### src/rtl/ogfc_pkg.sv
package ogfc_pkg;

  // Field and register widths fixed by the interface
  localparam int POS_W      = 24;
  localparam int CPM_W      = 16;
  localparam int DIM_W      = 9;
  localparam int RADCFG_W   = 4;
  localparam int CFG_IDX_W  = 3;
  localparam int CFG_DATA_W = 24;

  // Coordinate conversion: d = pos - origin, p = d * cells_per_metre
  localparam int D_W    = POS_W + 1;
  localparam int P_W    = D_W + CPM_W + 1;
  localparam int FRAC_W = 16;
  localparam int CM_W   = P_W - FRAC_W;

  localparam logic [1:0] CMD_LOAD  = 2'd0;
  localparam logic [1:0] CMD_POINT = 2'd1;
  localparam logic [1:0] CMD_AREA  = 2'd2;

  localparam logic [CFG_IDX_W-1:0] REG_ORIGIN_X        = 3'd0;
  localparam logic [CFG_IDX_W-1:0] REG_ORIGIN_Y        = 3'd1;
  localparam logic [CFG_IDX_W-1:0] REG_CELLS_PER_METRE = 3'd2;
  localparam logic [CFG_IDX_W-1:0] REG_MAP_WIDTH       = 3'd3;
  localparam logic [CFG_IDX_W-1:0] REG_MAP_HEIGHT      = 3'd4;
  localparam logic [CFG_IDX_W-1:0] REG_WINDOW_RADIUS   = 3'd5;

  localparam logic signed [7:0] OCC_THRESHOLD = 8'sd50;

  localparam logic [CPM_W-1:0]    RST_CELLS_PER_METRE = 16'd5120;
  localparam logic [DIM_W-1:0]    RST_MAP_WIDTH       = 9'd256;
  localparam logic [DIM_W-1:0]    RST_MAP_HEIGHT      = 9'd256;
  localparam logic [RADCFG_W-1:0] RST_WINDOW_RADIUS   = 4'd4;

  typedef struct packed {
    logic [1:0]              command;
    logic signed [7:0]       cell_value;
    logic signed [POS_W-1:0] pos_x;
    logic signed [POS_W-1:0] pos_y;
  } ogfc_in_t;

  typedef struct packed {
    logic occupied;
    logic out_of_bounds;
  } ogfc_out_t;

  // What the back end has to do with a classified item
  typedef enum logic [1:0] {
    JOB_LOAD,
    JOB_QUERY,
    JOB_DIRECT
  } ogfc_kind_t;

  typedef struct packed {
    ogfc_kind_t kind;
    logic       occ;
    logic       oob;
  } ogfc_job_t;

  typedef enum logic [1:0] {
    BK_IDLE,
    BK_ROWS,
    BK_DRAIN
  } ogfc_bk_state_t;

endpackage

### src/rtl/ogfc_queue.sv
module ogfc_queue
  import ogfc_pkg::*;
#(
  parameter int DATA_W = 8,
  parameter int DEPTH  = 4
) (
  input  logic              clk,
  input  logic              rst_n,
  input  logic              push,
  output logic              full,
  input  logic [DATA_W-1:0] wdata,
  input  logic              pop,
  output logic              empty,
  output logic [DATA_W-1:0] rdata
);

  localparam int PTR_W = $clog2(DEPTH);
  localparam int CNT_W = $clog2(DEPTH+1);

  logic [DATA_W-1:0] mem_r [DEPTH];
  logic [PTR_W-1:0]  wr_ptr_r, rd_ptr_r;
  logic [CNT_W-1:0]  cnt_r;
  logic              do_push, do_pop;

  assign full    = (cnt_r == CNT_W'(DEPTH));
  assign empty   = (cnt_r == '0);
  assign do_push = push && !full;
  assign do_pop  = pop && !empty;
  assign rdata   = mem_r[rd_ptr_r];

  always_ff @(posedge clk) begin
    if (!rst_n) begin
      wr_ptr_r <= '0;
      rd_ptr_r <= '0;
      cnt_r    <= '0;
    end else begin
      if (do_push) begin
        wr_ptr_r <= (wr_ptr_r == PTR_W'(DEPTH-1)) ? '0 : wr_ptr_r + PTR_W'(1);
      end
      if (do_pop) begin
        rd_ptr_r <= (rd_ptr_r == PTR_W'(DEPTH-1)) ? '0 : rd_ptr_r + PTR_W'(1);
      end
      if (do_push && !do_pop) begin
        cnt_r <= cnt_r + CNT_W'(1);
      end else if (do_pop && !do_push) begin
        cnt_r <= cnt_r - CNT_W'(1);
      end
    end
  end

  always_ff @(posedge clk) begin
    if (do_push) begin
      mem_r[wr_ptr_r] <= wdata;
    end
  end

endmodule

### config.mk
export PLATFORM = sky130hd
export DESIGN_NAME = ogfc_queue
export DESIGN_NICKNAME = d
export VERILOG_FILES = /design/src/rtl/ogfc_pkg.sv /design/src/rtl/ogfc_queue.sv
export SDC_FILE = /design/constraint.sdc
export NUM_CORES = 1
export LEC_CHECK = 0
export ABC_CLOCK_PERIOD_IN_PS = 2050
export BUFFER_PORTS_ARGS = -buffer_cell sky130_fd_sc_hd__buf_2
export CAP_MARGIN = 30
export CORE_MARGIN = 4
export CORE_UTILIZATION = 50
export DETAILED_ROUTE_END_ITERATION = 16
export PLACE_DENSITY = 0.75
export SLEW_MARGIN = 20
export SYNTH_ARGS = -nofsm -noshare
export SYNTH_HDL_FRONTEND = slang
export SYNTH_SLANG_ARGS = --single-unit
export TNS_END_PERCENT = 30
### constraint.sdc
create_clock -name clk -period 2.05 [get_ports clk]
set_input_delay 0 -clock clk [delete_from_list [all_inputs] [get_ports clk]]
set_output_delay 0 -clock clk [all_outputs]
set_load 0.02 [all_outputs]
==> reports/qor.txt <==
Drt drc: 0
Core ar.: 3080 sq um
Final Max Tran Viols: 0
Final Hold Fails: 0
Syn Nets: 112
Pin count of the biggest net entering global routing: 14
Skew-Pair Late Insertion Delay: 360 ps
Via density: 5.14
Final Cycle Share: 95.6%
Count of cell types in the netlist: 23
Worst slew margin: 61.8%
Clock slew at reported path FFs: 120 ps
Flop pwr share: 46.3%
Die Footprint: 4240 sq um
Final setup viols: 0
Power Dens Cells: 1220 nW/um^2
Global-route wire length before repair: 4630 um
Placer Congestion: 0.688
CTS Buf Count: 5
Comb pwr share: 27.8%
Worst-Margin Slew: 572 ps
CTS H-tree lvls: 2
Element type at the critical path start: flop
Part of the power in the clock network: 25.9%
Run status: complete, no violations
Starting DRC count in detailed routing: 47
Max Cap Viol: 0
FMAX: 510 MHz
#FFs+latches synth: 41
Layout fillers: 223
Detail Route Antenna Nets: 0
Worst setup EP type: flop
Layout Nets: 151
Synth Instances: 93
Sw frac: 29.7%
Vias in the first global route: 964
HP Class: input port to flop
Starting Density: 53.0%
Sequential area share after synthesis: 70.0%
Critical path required time: 2340 ps
Syn avg cell area: 17.5 sq um
Post-Syn Area: 1630 sq um
Final WL: 2960 um
Via count: 909
Sw Pwr: 0.735 mW
Num rows: 20
CP max FO: 5
Post-DP HPWL: 1730 um
Share of layout cells above drive strength 1: 37.6%
DIE WIDTH: 65.1 um
Area occupied by multi-input gates: 482 sq um
Io pins: 22
Critical Path AT: 2250 ps
Worst Skew: 7.57 ps
Fin util: 66.2%
Clock Sink Count: 41
Antenna Cells: 0
CTS tree: yes
Period minus WS final: 1960 ps
I/O Buffers: 21
Critical path class: flop to flop
Routed wire length per instance: 16.7 um
DP Area: 1800 sq um
Total Routing Usage GR: 15.3%
CTS Root Cell: clkbuf_4
Area growth, synth to finish: 24.9%
Finished layout cell area: 2040 sq um
Yosys warnings: 0
Peak VDD IR: 568 uV
Register area: 1150 sq um
Total gr overflow: 0
First-pass detailed-route iteration total: 4
P_leak: 0.755 nW
Internal Power: 1.74 mW
Initial antenna violation count: 0
Die height: 65.1 um
Bufs on Longest Clock Path: 2
[power groups by stage]
| stage | Sequential (mW) | Combinational, mW | Clock (mW) |
|---|---|---|---|
| finish | 1.15 | 0.690 | 0.642 |
| global route | 1.17 | 0.756 | 0.689 |
| CTS | 1.14 | 0.660 | 0.646 |
| detailed placement | 1.16 | 0.636 | 0 |
| global placement | 1.15 | 0.613 | 0 |
| floorplan | 1.09 | 0.495 | 0 |
[what timing repair did]
item / 4_1_cts / 5_1_grt
endpoints found under the hold margin: 36 / 0
pin swaps: 0 / 1
cloned: 0 / 0
resized for setup: 0 / 7
setup endpoints to repair: 1 / 1
buffers inserted: 1 / 2
hold buffers: 9 / 0
[per-stage QoR]
step	setup TNS (ps)	setup slack (ps)	hold slack (ps)	power, mW	std cells
finish	0	90.9	84.2	2.48	177
global route	-14.6	-14.6	108	2.62	177
CTS	0	8.24	88.2	2.44	175
detailed placement	0	33.7	218	1.79	157
global placement	0	149	211	1.76	157
floorplan	0	13.4	98.9	1.59	93
[cell families after synthesis]
group           Yosys count  synth area share [%]
xor+xnor                  2                  1.07
compound gates            5                  1.84
buf+inv                   7                  1.76
mux                      11                  12.9
flops                    41                  70.0
fa+ha+maj                 7                  5.83
simple gates             20                  6.60
[area by class of cell]
cell class,instances,share of cell area [%]
multi-input cells,45,23.6
clock buffers,5,1.84
clock inverters,3,3.19
well taps,44,2.70
inverters,3,0.553
flip-flops and latches,41,56.3
repair buffers,36,11.8
[cells in the final DEF (no fill, tap or decap)]
cell type	n
or3_1	1
dfxtp_2	1
xnor2_1	1
nor3_1	1
o31ai_4	1
inv_1	3
buf_2	21
dfxtp_4	1
fa_2	1
nor2b_1	1
edfxtp_1	32
o21ai_0	3
mux4_2	8
clkbuf_4	5
buf_4	6
nand2_1	6
ha_2	1
nor2_1	2
nor3b_2	1
dlygate4sd3_1	9
mux2i_1	3
clkinv_2	1
nand3_1	2
nor2b_2	1
and2_1	5
a21boi_1	1
dfxtp_1	7
xor2_1	1
ha_1	5
bufinv_16	2
[cells in the mapped netlist]
library cell	count	area, sq um
o21ai_0	3	15.0
nand3_1	2	10.0
nand2_1	6	22.5
o31ai_1	1	7.51
mux4_2	8	180
buf_1	1	3.75
xnor2_1	1	8.76
or3_1	1	6.26
nor2b_1	2	12.5
clkbuf_1	1	3.75
fa_1	1	20.0
ha_1	6	75.1
nor2_1	2	7.51
buf_2	2	10.0
edfxtp_1	32	961
dfxtp_1	9	180
nor3b_2	1	12.5
and2_1	5	31.3
inv_1	3	11.3
nor3_1	1	5.00
a21boi_0	1	7.51
xor2_1	1	8.76
mux2i_1	3	30.0
[critical path, cell delays in order, from the launching register on]
cell and delay [ps]:
dfxtp_4 390, nor3b_2 160, nor2b_2 150, ha_2 190, inv_1 50, fa_2 330, xor2_1 170, or3_1 330
a21boi_1 130
[flip-flops by register name, summed over array words and instances, names as in the netlist, named ones only]
signal	flops
cnt_r	3
rd_ptr_r	2
mem_r	32
wr_ptr_r	2
[final timing paths]
path,endpoint,slack (ps),from,depth (start not counted)
min reg2reg,wr_ptr_r[0]$_SDFFE_PN0P_,530,wr_ptr_r[0]$_SDFFE_PN0P_,2
min,flop,80,pop,4
max,cnt_r[2]$_SDFFE_PN0P_,90,cnt_r[2]$_SDFFE_PN0P_,8
max reg2reg,cnt_r[2]$_SDFFE_PN0P_,90,cnt_r[2]$_SDFFE_PN0P_,8
[per-layer routing]
metal,track usage (%),share of wire [%]
met4,6.22,1.8
met5,0,0
met2,24.9,53
met3,5.47,4.9
met1,18.4,40
Power figures use the tool's default switching activity.
