**config.mk**
```make
export PLATFORM = sky130hd
export DESIGN_NAME = ogfc_front
export DESIGN_NICKNAME = d
export VERILOG_FILES = /design/src/rtl/ogfc_pkg.sv /design/src/rtl/ogfc_front.sv
export SDC_FILE = /design/constraint.sdc
export NUM_CORES = 2
export LEC_CHECK = 0
export BUFFER_PORTS_ARGS = -buffer_cell sky130_fd_sc_hd__buf_2
export CORE_MARGIN = 8
export CORE_UTILIZATION = 60
export CTS_CLUSTER_DIAMETER = 50
export DETAILED_ROUTE_END_ITERATION = 6
export HOLD_SLACK_MARGIN = 0.03
export PLACE_DENSITY = 0.83
export SLEW_MARGIN = 20
export SYNTH_ARGS = -nofsm -noshare
export SYNTH_HDL_FRONTEND = slang
export SYNTH_SLANG_ARGS = --single-unit
export TNS_END_PERCENT = 20
```
**constraint.sdc**
```tcl
create_clock -name clk -period 21 [get_ports clk]
set_input_delay 1.05 -clock clk [delete_from_list [all_inputs] [get_ports clk]]
set_output_delay 1.05 -clock clk [all_outputs]
set_load 0.05 [all_outputs]
```
**src/rtl/ogfc_pkg.sv**
```systemverilog
package ogfc_pkg;

  // Field and register widths fixed by the interface
  localparam int POS_W      = 24;
  localparam int CPM_W      = 16;
  localparam int DIM_W      = 9;
  localparam int RADCFG_W   = 4;
  localparam int CFG_IDX_W  = 3;
  localparam int CFG_DATA_W = 24;

  // Coordinate conversion: d = pos - origin, p = d * cells_per_metre
  localparam int D_W    = POS_W + 1;
  localparam int P_W    = D_W + CPM_W + 1;
  localparam int FRAC_W = 16;
  localparam int CM_W   = P_W - FRAC_W;

  localparam logic [1:0] CMD_LOAD  = 2'd0;
  localparam logic [1:0] CMD_POINT = 2'd1;
  localparam logic [1:0] CMD_AREA  = 2'd2;

  localparam logic [CFG_IDX_W-1:0] REG_ORIGIN_X        = 3'd0;
  localparam logic [CFG_IDX_W-1:0] REG_ORIGIN_Y        = 3'd1;
  localparam logic [CFG_IDX_W-1:0] REG_CELLS_PER_METRE = 3'd2;
  localparam logic [CFG_IDX_W-1:0] REG_MAP_WIDTH       = 3'd3;
  localparam logic [CFG_IDX_W-1:0] REG_MAP_HEIGHT      = 3'd4;
  localparam logic [CFG_IDX_W-1:0] REG_WINDOW_RADIUS   = 3'd5;

  localparam logic signed [7:0] OCC_THRESHOLD = 8'sd50;

  localparam logic [CPM_W-1:0]    RST_CELLS_PER_METRE = 16'd5120;
  localparam logic [DIM_W-1:0]    RST_MAP_WIDTH       = 9'd256;
  localparam logic [DIM_W-1:0]    RST_MAP_HEIGHT      = 9'd256;
  localparam logic [RADCFG_W-1:0] RST_WINDOW_RADIUS   = 4'd4;

  typedef struct packed {
    logic [1:0]              command;
    logic signed [7:0]       cell_value;
    logic signed [POS_W-1:0] pos_x;
    logic signed [POS_W-1:0] pos_y;
  } ogfc_in_t;

  typedef struct packed {
    logic occupied;
    logic out_of_bounds;
  } ogfc_out_t;

  // What the back end has to do with a classified item
  typedef enum logic [1:0] {
    JOB_LOAD,
    JOB_QUERY,
    JOB_DIRECT
  } ogfc_kind_t;

  typedef struct packed {
    ogfc_kind_t kind;
    logic       occ;
    logic       oob;
  } ogfc_job_t;

  typedef enum logic [1:0] {
    BK_IDLE,
    BK_ROWS,
    BK_DRAIN
  } ogfc_bk_state_t;

endpackage

```
**src/rtl/ogfc_front.sv**
```systemverilog
module ogfc_front
  import ogfc_pkg::*;
#(
  parameter int MAX_COLUMNS = 256,
  parameter int MAX_ROWS    = 256,
  parameter int MAX_RADIUS  = 15
) (
  input  logic                          clk,
  input  logic                          rst_n,
  input  logic                          in_valid,
  output logic                          in_stall,
  input  ogfc_in_t                      in_item,
  input  logic signed [POS_W-1:0]       origin_x,
  input  logic signed [POS_W-1:0]       origin_y,
  input  logic [CPM_W-1:0]              cells_per_metre,
  input  logic [$clog2(MAX_COLUMNS+1)-1:0] eff_w,
  input  logic [$clog2(MAX_ROWS+1)-1:0]    eff_h,
  input  logic [$clog2(MAX_RADIUS+1)-1:0]  radius,
  output logic                          job_valid,
  input  logic                          job_full,
  output ogfc_job_t                     job,
  output logic [$clog2(MAX_COLUMNS)-1:0] job_x0,
  output logic [$clog2(MAX_ROWS)-1:0]    job_y0,
  output logic [$clog2(MAX_RADIUS+1)-1:0] job_r
);

  localparam int XI_W  = $clog2(MAX_COLUMNS);
  localparam int YI_W  = $clog2(MAX_ROWS);
  localparam int RAD_W = $clog2(MAX_RADIUS+1);
  localparam int SUM_W = CM_W + 1;

  logic adv;
  logic v1_r, v2_r, v3_r, v4_r;

  logic [1:0]            cmd1_r, cmd2_r, cmd3_r;
  logic                  occ1_r, occ2_r, occ3_r;
  logic signed [D_W-1:0] dx1_r, dy1_r;
  logic signed [P_W-1:0] px2_r, py2_r;
  logic                  negx3_r, negy3_r;
  logic [CM_W-1:0]       magx3_r, magy3_r;

  logic [P_W-1:0]   magx, magy;
  logic [RAD_W-1:0] r_use;
  logic             x_bad, y_bad;
  ogfc_job_t        job_nxt;

  ogfc_job_t        job4_r;
  logic [XI_W-1:0]  x04_r;
  logic [YI_W-1:0]  y04_r;
  logic [RAD_W-1:0] r4_r;

  // whole pipe holds while the last stage cannot hand off
  assign in_stall = v4_r && job_full;
  assign adv      = !in_stall;

  always_ff @(posedge clk) begin
    if (!rst_n) begin
      v1_r <= 1'b0;
      v2_r <= 1'b0;
      v3_r <= 1'b0;
      v4_r <= 1'b0;
    end else if (adv) begin
      v1_r <= in_valid;
      v2_r <= v1_r;
      v3_r <= v2_r;
      v4_r <= v3_r;
    end
  end

  // truncation toward zero: work on the magnitude, keep the sign apart
  assign magx = px2_r[P_W-1] ? (~px2_r + P_W'(1)) : px2_r;
  assign magy = py2_r[P_W-1] ? (~py2_r + P_W'(1)) : py2_r;

  always_comb begin
    r_use = (cmd3_r == CMD_AREA) ? radius : '0;
    x_bad = (negx3_r && (magx3_r != '0)) || (magx3_r < CM_W'(r_use)) ||
            ((SUM_W'(magx3_r) + SUM_W'(r_use)) >= SUM_W'(eff_w));
    y_bad = (negy3_r && (magy3_r != '0)) || (magy3_r < CM_W'(r_use)) ||
            ((SUM_W'(magy3_r) + SUM_W'(r_use)) >= SUM_W'(eff_h));
    job_nxt.kind = JOB_DIRECT;
    job_nxt.occ  = 1'b0;
    job_nxt.oob  = 1'b0;
    case (cmd3_r)
      CMD_LOAD: begin
        job_nxt.kind = JOB_LOAD;
        job_nxt.occ  = occ3_r;
      end
      CMD_POINT, CMD_AREA: begin
        if (x_bad || y_bad) begin
          job_nxt.occ = 1'b1;
          job_nxt.oob = 1'b1;
        end else begin
          job_nxt.kind = JOB_QUERY;
        end
      end
      default: ;
    endcase
  end

  always_ff @(posedge clk) begin
    if (adv) begin
      cmd1_r  <= in_item.command;
      occ1_r  <= $signed(in_item.cell_value) > OCC_THRESHOLD;
      dx1_r   <= {in_item.pos_x[POS_W-1], in_item.pos_x} - {origin_x[POS_W-1], origin_x};
      dy1_r   <= {in_item.pos_y[POS_W-1], in_item.pos_y} - {origin_y[POS_W-1], origin_y};

      cmd2_r  <= cmd1_r;
      occ2_r  <= occ1_r;
      px2_r   <= dx1_r * $signed({1'b0, cells_per_metre});
      py2_r   <= dy1_r * $signed({1'b0, cells_per_metre});

      cmd3_r  <= cmd2_r;
      occ3_r  <= occ2_r;
      negx3_r <= px2_r[P_W-1];
      negy3_r <= py2_r[P_W-1];
      magx3_r <= magx[P_W-1:FRAC_W];
      magy3_r <= magy[P_W-1:FRAC_W];

      job4_r  <= job_nxt;
      x04_r   <= XI_W'(magx3_r - CM_W'(r_use));
      y04_r   <= YI_W'(magy3_r - CM_W'(r_use));
      r4_r    <= r_use;
    end
  end

  assign job_valid = v4_r;
  assign job       = job4_r;
  assign job_x0    = x04_r;
  assign job_y0    = y04_r;
  assign job_r     = r4_r;

endmodule

```
==> metrics.sh <==
SYN_NETS=5551
HOLDBUFCOUNTCTS=0
SYNTH_XOR_AREA_FRAC=0.0454
NUMPORTBUFFERS=173
MAXCLOCKFREQUENCY_MHz=123
CRITICAL_PATH_CLASS='in -> reg'
POST_SYNTHESIS_CELL_AREA_UM2=40900
CAP_VIOL_MAX_COUNT=0
WL_PER_CELL_UM=18.2
LIBRARY_CELLS_USED_BY_SYNTHESIS=62
FINALSETUPTNS_NS=0
WORST-R2R-CELL-COUNT=23
CTS.HTREE.LEVELS=2
SYNTH_ADDER_AREA_SHARE=0.474
FLOORPLAN.DIE_AREA_UM2=76800
SYNTH-EDFF-COUNT=221
DIE_H_UM=277
CP_DATA_REQUIRED_TIME_NS=21.30
NETLIST_INSTANCES=4324
SYNTH.YOSYS.SEQ_AREA_SHARE=0.164
REGISTER_TO_REGISTER_SETUP_SLACK_NS=13.23
DETAIL_ROUTE.WIRELENGTH_MM=96.3
CTS_SETUP_BUFFERS=0
CTS_TREE='yes'
MUXSHAREOFSYNTHAREA=0.000978
PIN_COUNT_OF_THE_BIGGEST_NET_ENTERING_GLOBAL_ROUTING=74
CRITPATHLAUNCHTYPE='input port'
SYNTH-SIMPLE-AREA-SHARE=0.145
CORE_AREA_UM2=67400
CTS_ROOT_BUFFER='clkbuf_16'
PERIOD_NEEDED_NS=8.15
FINAL_CLOCK_PERIOD_UTILIZATION_BY_THE_WORST_PATH=0.388
PLACE.GP.CONGESTION=0.911
CTS_MAX_PATH_BUFFERS=3
MAX_SLEW.WORST_PIN.SLEW_NS=1.21
NUMBER_OF_VIAS_AFTER_DETAILED_ROUTING=29625
LAUNCHING_POINT_OF_THE_WORST_REG2REG_PATH='dy1_r[7]'
POSTSYNTH.TOPFLOPCELL='edfxtp_1'
ANTENNA_FOUND_INITIAL=3
CTS.REPORTEDPATHS.CLKPINSLEW_NS=0.05
FILLERINSTANCES=5132
HOLDCRITPATHCLASS='reg -> reg'
FINAL_HOLD_VIOL_COUNT=0
VIAS_PER_INST=5.59
DESIGN.FINAL.NETS=5620
SYNTH-WARNING-COUNT=0
PLACEMENTROWS=95
CRITICAL_PATH_CAPTURE_POINT_TYPE='flop'
HPWL_AFTER_DETAILED_PLACEMENT_MM=73.6
DETAIL_ROUTE.DRC_VIOLATIONS=0
GRT_UTIL_ALL_LAYERS=0.256
MAX_SLEW_MARGIN=0.192
COMPOUND_GATE_FRACTION_OF_SYNTH_AREA=0.0582
DR.PASS1.ITERS=5
CTS_INSERTED_BUFFERS=37
FIRST_PASS_GRT_WIRE_LENGTH_MM=161
DIE_W_UM=277
SYNTHESIS.AREA_PER_INSTANCE_UM2=9.46
DRT_ITER0_MARKERS=2090
CRIT_PATH_END='px2_r[37]'
SYNTH_TOP_FAMILY_BY_AREA='adder cells'
REGTOREGENDPOINT='py2_r[40]'
LAYOUT-DRIVE-GT1-SHARE=0.0640
YS_FF_LATCH=225
CLOCK_SINKS=225
SYNTHARSTFLOPSHARE=0
SETUP.WORST_PATH.START='cells_per_metre[5]'
CP.ARRIVAL_NS=8.45
WORST_HOLD_SLACK_NS=0.421
TIMING.CLOCK.SKEW_NS=0.0377
REPORT.FINAL.SLEW_VIOL_COUNT=0
ANTENNA_VIOLATING_NETS_POST_ROUTE=0
GRT_SETUP_UNREPAIRED='no'
SETUP_VIOL_COUNT_FINAL=0
FLOORPLAN.IO_PINS=174
GRT_OVF=0
AREA_DELTA_SYNTH_FINAL_PCT=6.97
POST_CTS_RESIZE_COUNT=0
CLK_LATENCY_NS=0.59
FLOORPLAN.INITIALDENSITY=0.607
OUTCOME='finished, final reports clean'
FIRST_GLOBAL_VIAS=33000
CRIT_FANOUT=50
==> flip-flops by register name, indices dropped and copies added (netlist names), 2 cells and up <==
name     flops
cmd3_r       2
px2_r       42
cmd1_r       2
cmd2_r       2
dy1_r       25
job          4
py2_r       42
dx1_r       25
job_r        4
job_x0       8
magy3_r     26
magx3_r     26
job_y0       8
==> worst max-delay path, stage by stage <==
cell and delay [ns]:
buf_2 0.87, and2_1 0.28, fa_1 0.40, inv_1 0.08
fa_1 0.44, fa_1 0.53, inv_1 0.06, fa_1 0.52
fa_1 0.50, inv_1 0.05, fa_1 0.48, inv_1 0.04
ha_1 0.37, and4_1 0.24, a211oi_1 0.06, o31ai_1 0.08
a21oi_1 0.17, o31ai_1 0.75, a21oi_1 0.38, o41ai_1 0.52
nor2_1 0.10, xnor2_1 0.46
==> how the worst min path moves through the flow <==
stage | from | end | cells past startpoint
after global routing | cmd2_r[0] | cmd3_r[0] | 0
after detailed placement | cmd2_r[0] | cmd3_r[0] | 0
after CTS | cmd2_r[1] | cmd3_r[1] | 0
after global placement | cmd2_r[1] | cmd3_r[1] | 0
final | cmd2_r[1] | cmd3_r[1] | 0
after floorplan | cmd1_r[0] | cmd2_r[0] | 0
==> final cells by class <==
cell class | count | area (µm²) | share of cell area
clock inverters | 28 | 419 | 0.00958
diodes | 2 | 5.00 | 0.000114
multi-input cells | 2878 | 29600 | 0.677
repair buffers | 186 | 968 | 0.0221
clock buffers | 40 | 947 | 0.0216
well taps | 873 | 1090 | 0.0250
inverters | 1065 | 4000 | 0.0913
flip-flops and latches | 225 | 6720 | 0.153
==> Yosys cell counts (all sizes together) (4+ instances only) <==
cell type	n	area share
a21boi	11	0.0020
inv	1065	0.098
nand4	21	0.0032
and4	9	0.0019
a211oi	12	0.0022
and3	16	0.0024
xnor2	170	0.036
edfxtp	221	0.16
o21a	16	0.0029
nand2b	20	0.0031
or3	14	0.0028
and2	315	0.048
nor3	32	0.0039
nor2	82	0.0075
o21bai	15	0.0028
nand3	43	0.0053
o21ai	93	0.011
fa	788	0.39
nand2	577	0.053
xor2	42	0.0090
ha	291	0.089
a211o	5	0.0011
a21oi	111	0.014
or4	16	0.0037
mux2i	4	0.00098
o41ai	5	0.0013
or2	9	0.0014
o211ai	6	0.0011
a21o	40	0.0073
o31ai	21	0.0042
dfxtp	4	0.0020
a31oi	13	0.0020
nor4	21	0.0034
nor2b	23	0.0035
clkbuf	155	0.014
==> per-stage QoR <==
step | utilization | instances | instance area [µm²] | setup slack (ns)
3_5_place_dp | 0.629 | 5227 | 42400 | 12.24
2_1_floorplan | - | 4324 | 40900 | 12.28
3_3_place_gp | 0.629 | 5227 | 42400 | 12.48
4_1_cts | 0.649 | 5295 | 43800 | 12.84
6_report | 0.649 | 5297 | 43800 | 12.85
5_1_grt | 0.649 | 5295 | 43800 | 12.51
==> cells in the final DEF (no fill, tap or decap), types with 21 or more instances in the layout <==
cell	n
xor2_1	42
clkbuf_16	37
a21oi_1	111
and2_1	315
edfxtp_1	221
ha_1	291
nand2_1	576
nand3_1	43
nor3_1	32
buf_2	171
nor2_1	82
nand4_1	21
nor2b_1	23
o21ai_0	91
fa_1	788
a21o_1	40
xnor2_1	170
inv_1	1065
==> cell families (layout without fill, tap and decap cells) <==
kind of cell | after synthesis | after routing
simple gates | 1206 | 1206
buf+inv | 1221 | 1319
fa+ha+maj | 1079 | 1079
flops | 225 | 225
xor+xnor | 212 | 212
other cells | 0 | 2
mux | 4 | 4
compound gates | 377 | 377
==> layer usage <==
| metal | vias to the layer above | track usage | share of wire |
|---|---|---|---|
| li1 | 13241 | - | - |
| met1 | 14660 | 0.320 | 0.39 |
| met2 | 1435 | 0.430 | 0.47 |
| met3 | 287 | 0.0672 | 0.10 |
| met4 | 2 | 0.0915 | 0.033 |
| met5 | - | 0 | 0.00012 |
Power is left out: the tool's default activity adds up to more than one toggle a clock period on the data nets, which glitch-free logic cannot reach.
